<file path="src/rtl/indexed_shift_queue_macros.svh">
// ----------------------------------------------------------------------------
// indexed_shift_queue assertion macros
// Concurrent assertion wrappers; compiled out when SYNTH is defined.
// ----------------------------------------------------------------------------
`ifndef INDEXED_SHIFT_QUEUE_MACROS_SVH
`define INDEXED_SHIFT_QUEUE_MACROS_SVH

`ifndef SYNTH
// clocked check, masked while reset is high
`define ISQ_ASSERT(lbl, clk, rst, prop, msg) \
  lbl: assert property (@(posedge clk) disable iff (rst) prop) else $error(msg);
// clocked check that also runs through reset
`define ISQ_ASSERT_NR(lbl, clk, prop, msg) \
  lbl: assert property (@(posedge clk) prop) else $error(msg);
`else
`define ISQ_ASSERT(lbl, clk, rst, prop, msg)
`define ISQ_ASSERT_NR(lbl, clk, prop, msg)
`endif

`endif

</file>
<file path="src/rtl/isq_pkg.sv">
// ----------------------------------------------------------------------------
// isq_pkg
// Request/status codes and channel payload types for the shift queue.
// ----------------------------------------------------------------------------
`timescale 1ns / 1ps

package isq_pkg;

  typedef logic [2:0] op_t;
  typedef logic [2:0] status_t;

  localparam op_t OP_APPEND = 3'd0;
  localparam op_t OP_INSERT = 3'd1;
  localparam op_t OP_ERASE  = 3'd2;
  localparam op_t OP_POP    = 3'd3;
  localparam op_t OP_CLEAR  = 3'd4;
  localparam op_t OP_RESIZE = 3'd5;
  localparam op_t OP_FILL   = 3'd6;

  localparam status_t ST_OK      = 3'd0;
  localparam status_t ST_FULL    = 3'd1;
  localparam status_t ST_RANGE   = 3'd2;
  localparam status_t ST_EMPTY   = 3'd3;
  localparam status_t ST_CLAMPED = 3'd4;
  localparam status_t ST_SAME    = 3'd5;

  typedef struct packed {
    op_t         req_type;
    logic [4:0]  position;
    logic [4:0]  amount;
    logic [15:0] entry_value;
  } req_t;

  typedef struct packed {
    status_t     status;
    logic [15:0] popped_value;
    logic [4:0]  length_after;
  } res_t;

endpackage

</file>
<file path="src/rtl/isq_ifs.sv">
// ----------------------------------------------------------------------------
// isq channel interfaces
// Valid/ready request and response channels of the shift queue.
// ----------------------------------------------------------------------------
`timescale 1ns / 1ps

interface isq_req_if;
  logic        valid;
  logic        ready;
  logic [2:0]  req_type;
  logic [4:0]  position;
  logic [4:0]  amount;
  logic [15:0] entry_value;

  modport source (output valid, req_type, position, amount, entry_value, input ready);
  modport sink   (input valid, req_type, position, amount, entry_value, output ready);
endinterface

interface isq_rsp_if;
  logic        valid;
  logic        ready;
  logic [2:0]  status;
  logic [15:0] popped_value;
  logic [4:0]  length_after;

  modport source (output valid, status, popped_value, length_after, input ready);
  modport sink   (input valid, status, popped_value, length_after, output ready);
endinterface

</file>
<file path="src/rtl/indexed_shift_queue.sv">
// ----------------------------------------------------------------------------
// indexed_shift_queue
// Bounded ordered list of entry handles with insert/erase/pop/resize/fill.
//   req (sink) carries one request per transfer; rsp (source) returns one
//   result per request: status, popped entry and the new length.
//   Requests are taken one at a time; req.ready is high only while the
//   sequencer is idle. Insert, erase, pop and fill walk a slot cursor
//   through a single one-write/one-read RAM; a shifted slot is read, then
//   written. Insert shifts the slots from position up; erase shifts the
//   slots above the run down and zeroes the vacated tail; pop captures
//   slot 0, then shifts down like an erase of one; fill writes all DEPTH
//   slots. Append writes one slot; clear, resize and rejected requests
//   write none.
//   After reset the block zeroes all DEPTH slots with req.ready low. A
//   result is held in an output register; while rsp is stalled a new
//   request is still taken, and its result waits until the register is
//   free.
// ----------------------------------------------------------------------------
`timescale 1ns / 1ps

module indexed_shift_queue #(
  parameter int DEPTH      = 16,
  parameter int ENTRY_BITS = 16
) (
  input logic      clk,
  input logic      rst,
  isq_req_if.sink   req,
  isq_rsp_if.source rsp
);

  import isq_pkg::*;

  localparam int AW = $clog2(DEPTH);

  req_t                  req_data;
  res_t                  res;
  res_t                  out_data;
  logic                  in_ready, in_fire;
  logic                  res_valid, res_free;
  logic                  out_valid;
  logic                  ram_we;
  logic [AW-1:0]         ram_waddr, ram_raddr;
  logic [ENTRY_BITS-1:0] ram_wdata, ram_rdata;

  assign req_data.req_type    = req.req_type;
  assign req_data.position    = req.position;
  assign req_data.amount      = req.amount;
  assign req_data.entry_value = req.entry_value;

  assign req.ready = in_ready;
  assign in_fire   = req.valid && in_ready;
  assign res_free  = !out_valid || rsp.ready;

  isq_ctrl #(
    .DEPTH      (DEPTH),
    .ENTRY_BITS (ENTRY_BITS)
  ) u_ctrl (
    .clk       (clk),
    .rst       (rst),
    .in_fire   (in_fire),
    .req       (req_data),
    .in_ready  (in_ready),
    .res_free  (res_free),
    .res_valid (res_valid),
    .res       (res),
    .ram_we    (ram_we),
    .ram_waddr (ram_waddr),
    .ram_wdata (ram_wdata),
    .ram_raddr (ram_raddr),
    .ram_rdata (ram_rdata)
  );

  isq_slot_ram #(
    .DEPTH      (DEPTH),
    .ENTRY_BITS (ENTRY_BITS)
  ) u_ram (
    .clk   (clk),
    .we    (ram_we),
    .waddr (ram_waddr),
    .wdata (ram_wdata),
    .raddr (ram_raddr),
    .rdata (ram_rdata)
  );

  // result register
  always_ff @(posedge clk) begin
    if (rst) begin
      out_valid <= 1'b0;
    end else if (res_valid) begin
      out_valid <= 1'b1;
    end else if (rsp.ready) begin
      out_valid <= 1'b0;
    end
  end

  always_ff @(posedge clk) begin
    if (res_valid) begin
      out_data <= res;
    end
  end

  assign rsp.valid        = out_valid;
  assign rsp.status       = out_data.status;
  assign rsp.popped_value = out_data.popped_value;
  assign rsp.length_after = out_data.length_after;

endmodule

</file>
<file path="src/rtl/isq_slot_ram.sv">
// ----------------------------------------------------------------------------
// isq_slot_ram
// Slot storage: one write port, one read port with registered read data.
// ----------------------------------------------------------------------------
`timescale 1ns / 1ps

module isq_slot_ram #(
  parameter int DEPTH      = 16,
  parameter int ENTRY_BITS = 16
) (
  input  logic                     clk,
  input  logic                     we,
  input  logic [$clog2(DEPTH)-1:0] waddr,
  input  logic [ENTRY_BITS-1:0]    wdata,
  input  logic [$clog2(DEPTH)-1:0] raddr,
  output logic [ENTRY_BITS-1:0]    rdata
);

  logic [ENTRY_BITS-1:0] mem [DEPTH];

  always_ff @(posedge clk) begin
    if (we) begin
      mem[waddr] <= wdata;
    end
  end

  always_ff @(posedge clk) begin
    rdata <= mem[raddr];
  end

endmodule

</file>
<file path="src/rtl/isq_ctrl.sv">
// ----------------------------------------------------------------------------
// isq_ctrl
// Request sequencer: walks a slot cursor through the RAM to shift, zero
// and fill, and keeps the list length.
// ----------------------------------------------------------------------------
`timescale 1ns / 1ps
`include "indexed_shift_queue_macros.svh"

module isq_ctrl #(
  parameter int DEPTH      = 16,
  parameter int ENTRY_BITS = 16
) (
  input  logic                     clk,
  input  logic                     rst,
  input  logic                     in_fire,
  input  isq_pkg::req_t            req,
  output logic                     in_ready,
  input  logic                     res_free,
  output logic                     res_valid,
  output isq_pkg::res_t            res,
  output logic                     ram_we,
  output logic [$clog2(DEPTH)-1:0] ram_waddr,
  output logic [ENTRY_BITS-1:0]    ram_wdata,
  output logic [$clog2(DEPTH)-1:0] ram_raddr,
  input  logic [ENTRY_BITS-1:0]    ram_rdata
);

  import isq_pkg::*;

  localparam int AW = $clog2(DEPTH);
  localparam int LW = $clog2(DEPTH + 1);
  localparam int CW = ((LW > 5) ? LW : 5) + 1;

  localparam logic [3:0] S_INIT   = 4'd0;
  localparam logic [3:0] S_IDLE   = 4'd1;
  localparam logic [3:0] S_RD     = 4'd2;
  localparam logic [3:0] S_WR     = 4'd3;
  localparam logic [3:0] S_PUT    = 4'd4;
  localparam logic [3:0] S_ZERO   = 4'd5;
  localparam logic [3:0] S_FILL   = 4'd6;
  localparam logic [3:0] S_POPCAP = 4'd7;
  localparam logic [3:0] S_DONE   = 4'd8;

  logic [3:0]            state, state_next;
  logic [LW-1:0]         length, length_next;
  logic [CW-1:0]         wa, wa_next;
  logic [CW-1:0]         pos_r, pos_r_next;
  logic [CW-1:0]         amt_r, amt_r_next;
  logic [ENTRY_BITS-1:0] val_r, val_r_next;
  logic [ENTRY_BITS-1:0] popped, popped_next;
  status_t               status, status_next;
  logic                  shift_up, shift_up_next;

  logic [CW-1:0] len_x, depth_x, req_pos, req_amt, ins_pos, rd_ptr;

  assign len_x   = CW'(length);
  assign depth_x = CW'(DEPTH);
  assign req_pos = CW'(req.position);
  assign req_amt = CW'(req.amount);
  assign ins_pos = (req.req_type == OP_APPEND) ? len_x : req_pos;

  // insert reads the slot below the cursor, erase reads amount slots above
  assign rd_ptr    = shift_up ? (wa - CW'(1)) : (wa + amt_r);
  assign ram_raddr = (state == S_RD) ? rd_ptr[AW-1:0] : '0;

  assign in_ready = (state == S_IDLE);

  assign res.status       = status;
  assign res.popped_value = 16'(popped);
  assign res.length_after = 5'(length);

  always_comb begin
    state_next    = state;
    length_next   = length;
    wa_next       = wa;
    pos_r_next    = pos_r;
    amt_r_next    = amt_r;
    val_r_next    = val_r;
    popped_next   = popped;
    status_next   = status;
    shift_up_next = shift_up;
    ram_we        = 1'b0;
    ram_waddr     = wa[AW-1:0];
    ram_wdata     = '0;
    res_valid     = 1'b0;

    unique case (state)
      S_INIT: begin
        ram_we = 1'b1;
        if (wa == depth_x - CW'(1)) begin
          wa_next    = '0;
          state_next = S_IDLE;
        end else begin
          wa_next = wa + CW'(1);
        end
      end

      S_IDLE: begin
        if (in_fire) begin
          status_next = ST_OK;
          popped_next = '0;
          val_r_next  = ENTRY_BITS'(req.entry_value);
          pos_r_next  = req_pos;
          amt_r_next  = req_amt;
          state_next  = S_DONE;
          unique case (req.req_type) inside
            OP_APPEND, OP_INSERT: begin
              pos_r_next = ins_pos;
              if (len_x >= depth_x) begin
                status_next = ST_FULL;
              end else if (ins_pos > len_x) begin
                status_next = ST_RANGE;
              end else begin
                shift_up_next = 1'b1;
                wa_next       = len_x;
                state_next    = (ins_pos == len_x) ? S_PUT : S_RD;
              end
            end
            OP_ERASE: begin
              if (req_pos + req_amt > len_x) begin
                status_next = ST_RANGE;
              end else if (req_amt != '0) begin
                shift_up_next = 1'b0;
                if (req_pos + req_amt < len_x) begin
                  wa_next    = req_pos;
                  state_next = S_RD;
                end else begin
                  wa_next    = len_x - req_amt;
                  state_next = S_ZERO;
                end
              end
            end
            OP_POP: begin
              // slot 0 is on the read port this cycle
              if (length == '0) begin
                status_next = ST_EMPTY;
              end else begin
                shift_up_next = 1'b0;
                pos_r_next    = '0;
                amt_r_next    = CW'(1);
                state_next    = S_POPCAP;
              end
            end
            OP_CLEAR: begin
              length_next = '0;
            end
            OP_RESIZE: begin
              if (req_amt < len_x) begin
                length_next = LW'(req_amt);
              end else if (req_amt > len_x && req_amt >= depth_x) begin
                length_next = LW'(DEPTH);
                status_next = ST_CLAMPED;
              end else if (req_amt > len_x) begin
                length_next = LW'(req_amt);
              end else begin
                status_next = ST_SAME;
              end
            end
            OP_FILL: begin
              wa_next    = '0;
              state_next = S_FILL;
            end
            default: begin
              status_next = ST_RANGE;
            end
          endcase
        end
      end

      S_POPCAP: begin
        popped_next = ram_rdata;
        if (CW'(1) < len_x) begin
          wa_next    = '0;
          state_next = S_RD;
        end else begin
          wa_next    = len_x - CW'(1);
          state_next = S_ZERO;
        end
      end

      S_RD: begin
        state_next = S_WR;
      end

      S_WR: begin
        ram_we    = 1'b1;
        ram_wdata = ram_rdata;
        if (shift_up) begin
          wa_next    = wa - CW'(1);
          state_next = (wa - CW'(1) == pos_r) ? S_PUT : S_RD;
        end else if (wa + amt_r + CW'(1) < len_x) begin
          wa_next    = wa + CW'(1);
          state_next = S_RD;
        end else begin
          wa_next    = len_x - amt_r;
          state_next = S_ZERO;
        end
      end

      S_PUT: begin
        ram_we      = 1'b1;
        ram_waddr   = pos_r[AW-1:0];
        ram_wdata   = val_r;
        length_next = length + LW'(1);
        state_next  = S_DONE;
      end

      S_ZERO: begin
        // clear the vacated tail of an erase or pop
        ram_we = 1'b1;
        if (wa == len_x - CW'(1)) begin
          length_next = length - LW'(amt_r);
          state_next  = S_DONE;
        end else begin
          wa_next = wa + CW'(1);
        end
      end

      S_FILL: begin
        ram_we    = 1'b1;
        ram_wdata = val_r;
        if (wa == depth_x - CW'(1)) begin
          state_next = S_DONE;
        end else begin
          wa_next = wa + CW'(1);
        end
      end

      S_DONE: begin
        res_valid = res_free;
        if (res_free) begin
          state_next = S_IDLE;
        end
      end

      default: begin
        state_next = S_IDLE;
      end
    endcase
  end

  always_ff @(posedge clk) begin
    if (rst) begin
      state  <= S_INIT;
      length <= '0;
      wa     <= '0;
    end else begin
      state  <= state_next;
      length <= length_next;
      wa     <= wa_next;
    end
  end

  always_ff @(posedge clk) begin
    pos_r    <= pos_r_next;
    amt_r    <= amt_r_next;
    val_r    <= val_r_next;
    popped   <= popped_next;
    status   <= status_next;
    shift_up <= shift_up_next;
  end

  `ISQ_ASSERT(a_len_bound, clk, rst, length <= LW'(DEPTH), "length exceeds depth")
  `ISQ_ASSERT(a_busy_after_accept, clk, rst, in_fire |=> !in_ready, "ready right after transfer")
  `ISQ_ASSERT(a_zero_in_list, clk, rst, (state == S_ZERO) |-> (wa < len_x), "tail clear past end")
  `ISQ_ASSERT(a_idle_no_write, clk, rst, (state == S_IDLE) |-> !ram_we, "slot write while idle")
  `ISQ_ASSERT_NR(a_reset_init, clk, $past(rst) |-> (state == S_INIT && length == '0), "reset state")

endmodule

</file>
<file path="src/flat_wrapper.sv">
// flat-port wrapper written by rule: the top's interface ports become plain ports
module indexed_shift_queue_flat import isq_pkg::*;
#(
  parameter int DEPTH      = 16,
  parameter int ENTRY_BITS = 16
)
  (clk, rst, req_valid, req_req_type, req_position, req_amount, req_entry_value, req_ready, rsp_valid, rsp_status, rsp_popped_value, rsp_length_after, rsp_ready);
  isq_req_if req_i ();
  isq_rsp_if rsp_i ();
  input logic clk;
  input logic rst;
  input wire logic [$bits(req_i.valid)-1:0] req_valid;
  input wire logic [$bits(req_i.req_type)-1:0] req_req_type;
  input wire logic [$bits(req_i.position)-1:0] req_position;
  input wire logic [$bits(req_i.amount)-1:0] req_amount;
  input wire logic [$bits(req_i.entry_value)-1:0] req_entry_value;
  output wire logic [$bits(req_i.ready)-1:0] req_ready;
  output wire logic [$bits(rsp_i.valid)-1:0] rsp_valid;
  output wire logic [$bits(rsp_i.status)-1:0] rsp_status;
  output wire logic [$bits(rsp_i.popped_value)-1:0] rsp_popped_value;
  output wire logic [$bits(rsp_i.length_after)-1:0] rsp_length_after;
  input wire logic [$bits(rsp_i.ready)-1:0] rsp_ready;
  assign req_i.valid = req_valid;
  assign req_i.req_type = req_req_type;
  assign req_i.position = req_position;
  assign req_i.amount = req_amount;
  assign req_i.entry_value = req_entry_value;
  assign req_ready = req_i.ready;
  assign rsp_valid = rsp_i.valid;
  assign rsp_status = rsp_i.status;
  assign rsp_popped_value = rsp_i.popped_value;
  assign rsp_length_after = rsp_i.length_after;
  assign rsp_i.ready = rsp_ready;
  indexed_shift_queue #(.DEPTH(DEPTH), .ENTRY_BITS(ENTRY_BITS)) u_core (.clk(clk), .rst(rst), .req(req_i), .rsp(rsp_i));
endmodule
</file>
<file path="config.mk">
export PLATFORM = sky130hd
export DESIGN_NAME = indexed_shift_queue_flat
export DESIGN_NICKNAME = d
export VERILOG_FILES = /design/src/rtl/isq_pkg.sv /design/src/rtl/isq_ifs.sv /design/src/rtl/indexed_shift_queue.sv /design/src/rtl/isq_slot_ram.sv /design/src/rtl/isq_ctrl.sv /design/src/flat_wrapper.sv
export VERILOG_INCLUDE_DIRS = /design/src /design/src/rtl
export SDC_FILE = /design/constraint.sdc
export NUM_CORES = 1
export LEC_CHECK = 0
export BUFFER_PORTS_ARGS = -buffer_cell sky130_fd_sc_hd__buf_2
export CAP_MARGIN = 10
export CORE_MARGIN = 1.5
export CORE_UTILIZATION = 50
export DETAILED_ROUTE_END_ITERATION = 8
export PLACE_DENSITY_LB_ADDON = 0.3
export SETUP_SLACK_MARGIN = 0.5
export SKIP_LAST_GASP = 1
export SLEW_MARGIN = 20
export SYNTH_ARGS = -nofsm -noshare
export SYNTH_HDL_FRONTEND = slang
export SYNTH_SLANG_ARGS = --single-unit
</file>
<file path="constraint.sdc">
create_clock -name clk -period 5.5 [get_ports clk]
set_clock_uncertainty 0.2 [all_clocks]
set_input_delay 0.55 -clock clk [delete_from_list [all_inputs] [get_ports clk]]
set_output_delay 0.55 -clock clk [all_outputs]
set_load 0.02 [all_outputs]
</file>
==> metrics <==
number of synthesized register bits 358; final hold viol count 0; port bufs 58; unrepaired setup endpoints after global routing no; crit path from u_core.u_ctrl.wa[0]$_SDFFE_PP0P_; result of the run finished, final reports clean; Startpoint Class register; share of the synthesized area in the top cell type 0.593; EDFF count, synth about 330; CP Capture Point u_core.u_ctrl.wa[5]$_SDFFE_PP0P_; Main synth FF type edfxtp_1; gr ovfl total 0; FMAX around 250 MHz; setup TNS 0 ps; max_slew headroom 0.353; Synth area leader edfxtp_1; fin. max-slew vios 0; critical path arrival between 4000 and 5000 ps; design internal power a little over 5 mW; initial antenna violation count 1; Yosys Warn Count 0; number of distinct library cells after synthesis slightly above 80; Placeable Area about 33,000 µm²; first-pass GRT wire length 61,800 µm; Die Area about 34,000 µm²; Max Root-Sink Buffers 3; combinational share of power 0.146; Resized cells post-CTS 0; PD cells between 300 and 400 nW/µm²; Crit-path slowest cell dfxtp_1; critical path data required time approximately 5700 ps; Layout Utilization 0.575; CTS tree done; largest net degree at the start of global routing 80; Syn Inst Count 1,315; worst reg2reg setup slack ~1500 ps; die height approximately 180 µm; final worst path period share 0.728; Routed WL ~40,000 µm; RR Startpoint u_core.u_ctrl.wa[0]$_SDFFE_PP0P_; crit path max fanout 12; minimum clock period 4010 ps; vias per cell 6.01; DR WL/cell 22.1 µm; clk_lat worst skew approximately 540 ps; Clock power frac 0.368; Starting Density 0.507; global placer's final weighted congestion about 0.94; vias roughly 11,000; DP HPWL around 25,000 µm; final total power 6.89 mW; post-synth design cell area around 17,000 µm²; drt drc 0; vias in the first global route 10,700; post-place setup slack 1480 ps; first drt pass iteration count 5; family with the most delay on the worst path adder cells; commonest non-fill, non-tap cell in the layout edfxtp_1; Async S/R FF share, synth 0; share of layout cells above drive strength 1 0.134; I/O pin cnt 59; final setup vio count 0; HP Class in2reg; clk sinks 358; syn_nets between 1,000 and 1,500; final setup margin between 1000 and 1500 ps; Stages on worst setup path 13; crit-path cells ha_1, inv_1, fa_1, nand2b_1, a21oi_1, xor2_1, xnor2_1, ha_1, a21oi_1, o21ai_1, or4_4, o211ai_1, a311oi_1; commonest non-fill, non-tap cells in the layout edfxtp_1 (326), nand2_1 (169), a211oi_1 (91), and2_1 (80), a21oi_1 (66); cts bufs inserted 39; switching power roughly 1.8 mW; nets 1,452; WS Path Type reg2reg; htree depth 2; # rows between 60 and 70; Max stage delay on crit path 580 ps; Initial DRC Count approximately 1,200; syn_area_per_cell between 10 and 15 µm²; CTS clock-pin slew for the worst setup and hold paths 60 ps; RR Endpoint u_core.u_ctrl.wa[5]$_SDFFE_PP0P_; P&R area growth vs syn 13.4%; # Max-Cap Violations 0; Root Driver clkbuf_16; largest cells by area after synthesis edfxtp_1 (59%), a211oi_1 (4.1%), dfxtp_1 (3.9%), nand2_1 (3.9%), ha_1 (3.3%); Die W about 180 µm; Worst-Margin Slew approximately 970 ps; number of diodes 0; sequential share of the synthesized area 0.632; post-route ant nets 0; Worst Path Buf+Inv 1; sw frac 0.262; sequential share of power 0.485; Leakage ~6.5 nW; worst reg2reg path depth 13; crit end category register; GRT Total Usage 0.242; Worst VDD drop 231 µV
-- routing by layer --
layer	track usage	vias to the layer above	wire, µm
met3	0.0411	77	3160
met2	0.383	438	18800
met5	0	-	0
met4	0.0732	0	981
met1	0.344	5428	17800
li1	-	5133	-
-- worst register-to-register path, stage by stage (launching register included) --
cell and delay [ps]:
dfxtp_1 580, ha_1 270, inv_1 60, fa_1 390, nand2b_1 160, a21oi_1 160, xor2_1 360, xnor2_1 140
ha_1 300, a21oi_1 130, o21ai_1 220, or4_4 580, o211ai_1 200, a311oi_1 110
-- what timing repair did --
item / CTS / global route
buffers inserted: 0 / 0
endpoints found under the hold margin: 13 / 0
hold buffers: 13 / 0
-- sequential cells by signal, indices dropped and copies added, names as in the netlist, 6 cells and up --
| signal | count |
|---|---|
| u_core.u_ctrl.val_r | 16 |
| u_core.u_ctrl.popped | 16 |
| u_core.u_ram.mem | 256 |
| u_core.u_ctrl.wa | 6 |
| u_core.rsp.popped_value | 16 |
| u_core.u_ram.rdata | 16 |
-- cells by family (layout without fill, tap and decap cells) --
logic type	count (synthesis)	in the layout	share of synthesized area
XOR/XNOR	43	43	0.0237
flip-flops	358	358	0.632
AO/OA/AOI/OAI	334	334	0.146
AND/OR/NAND/NOR	396	396	0.118
buffers and inverters	113	198	0.0280
multiplexers	22	22	0.0138
adder cells (fa/ha/maj)	49	49	0.0394
-- power by group through the flow --
stage,Combinational [mW],Sequential (mW),Clock [mW]
4_1_cts,0.994,3.34,2.58
2_1_floorplan,0.714,3.33,0
3_3_place_gp,0.967,3.39,0
3_5_place_dp,0.980,3.39,0
6_report,1.01,3.34,2.54
5_1_grt,1.11,3.36,2.69
-- metrics by stage --
| stage | instances | hold slack (ps) | area (µm²) |
|---|---|---|---|
| finish | 1842 | 25.5 | 18700 |
| CTS | 1842 | 16.2 | 18700 |
| global placement | 1758 | 201 | 17300 |
| floorplan | 1315 | 200 | 16500 |
| global route | 1842 | 7.82 | 18700 |
| detailed placement | 1758 | 205 | 17300 |
-- cell usage after synthesis (all sizes together) (5+ instances only) --
cell type / instances
a221oi: 5
o211ai: 5
a21o: 9
and3: 6
edfxtp: 326
nand2: 170
a311oi: 37
buf: 24
nor2b: 5
dfxtp: 32
a31oi: 35
a21oi: 66
fa: 5
o21ai: 19
inv: 29
ha: 44
a22o: 18
mux2i: 16
xnor2: 24
mux2: 6
and2: 85
nand3b: 5
clkbuf: 60
nor3: 18
a211oi: 92
nand2b: 13
o22ai: 8
nor2: 56
xor2: 19
nand3: 12
-- worst min-delay path by stage --
stage,from,end,slack (ps),depth (start not counted)
after floorplan,u_core.u_ctrl.popped[0]$_SDFFCE_PN0P_,u_core.rsp.popped_value[0]$_DFFE_PP_,200,0
after global placement,u_core.u_ctrl.popped[2]$_SDFFCE_PN0P_,u_core.rsp.popped_value[2]$_DFFE_PP_,200,0
after detailed placement,u_core.u_ctrl.popped[1]$_SDFFCE_PN0P_,u_core.rsp.popped_value[1]$_DFFE_PP_,210,0
after CTS,req_entry_value[8],u_core.u_ctrl.val_r[8]$_DFFE_PP_,20,1
after global routing,req_entry_value[12],u_core.u_ctrl.val_r[12]$_DFFE_PP_,8,1
final,req_entry_value[8],u_core.u_ctrl.val_r[8]$_DFFE_PP_,30,1
-- layout make-up --
class | count | area, µm²
fill | 2620 | 13800
sequential | 358 | 10400
multi-input combinational | 844 | 5710
clock buffer | 53 | 1040
timing repair buffer | 98 | 661
tap | 442 | 553
clock inverter | 18 | 219
inverter | 29 | 109
Note: power is estimated with default switching activity, not from simulation.
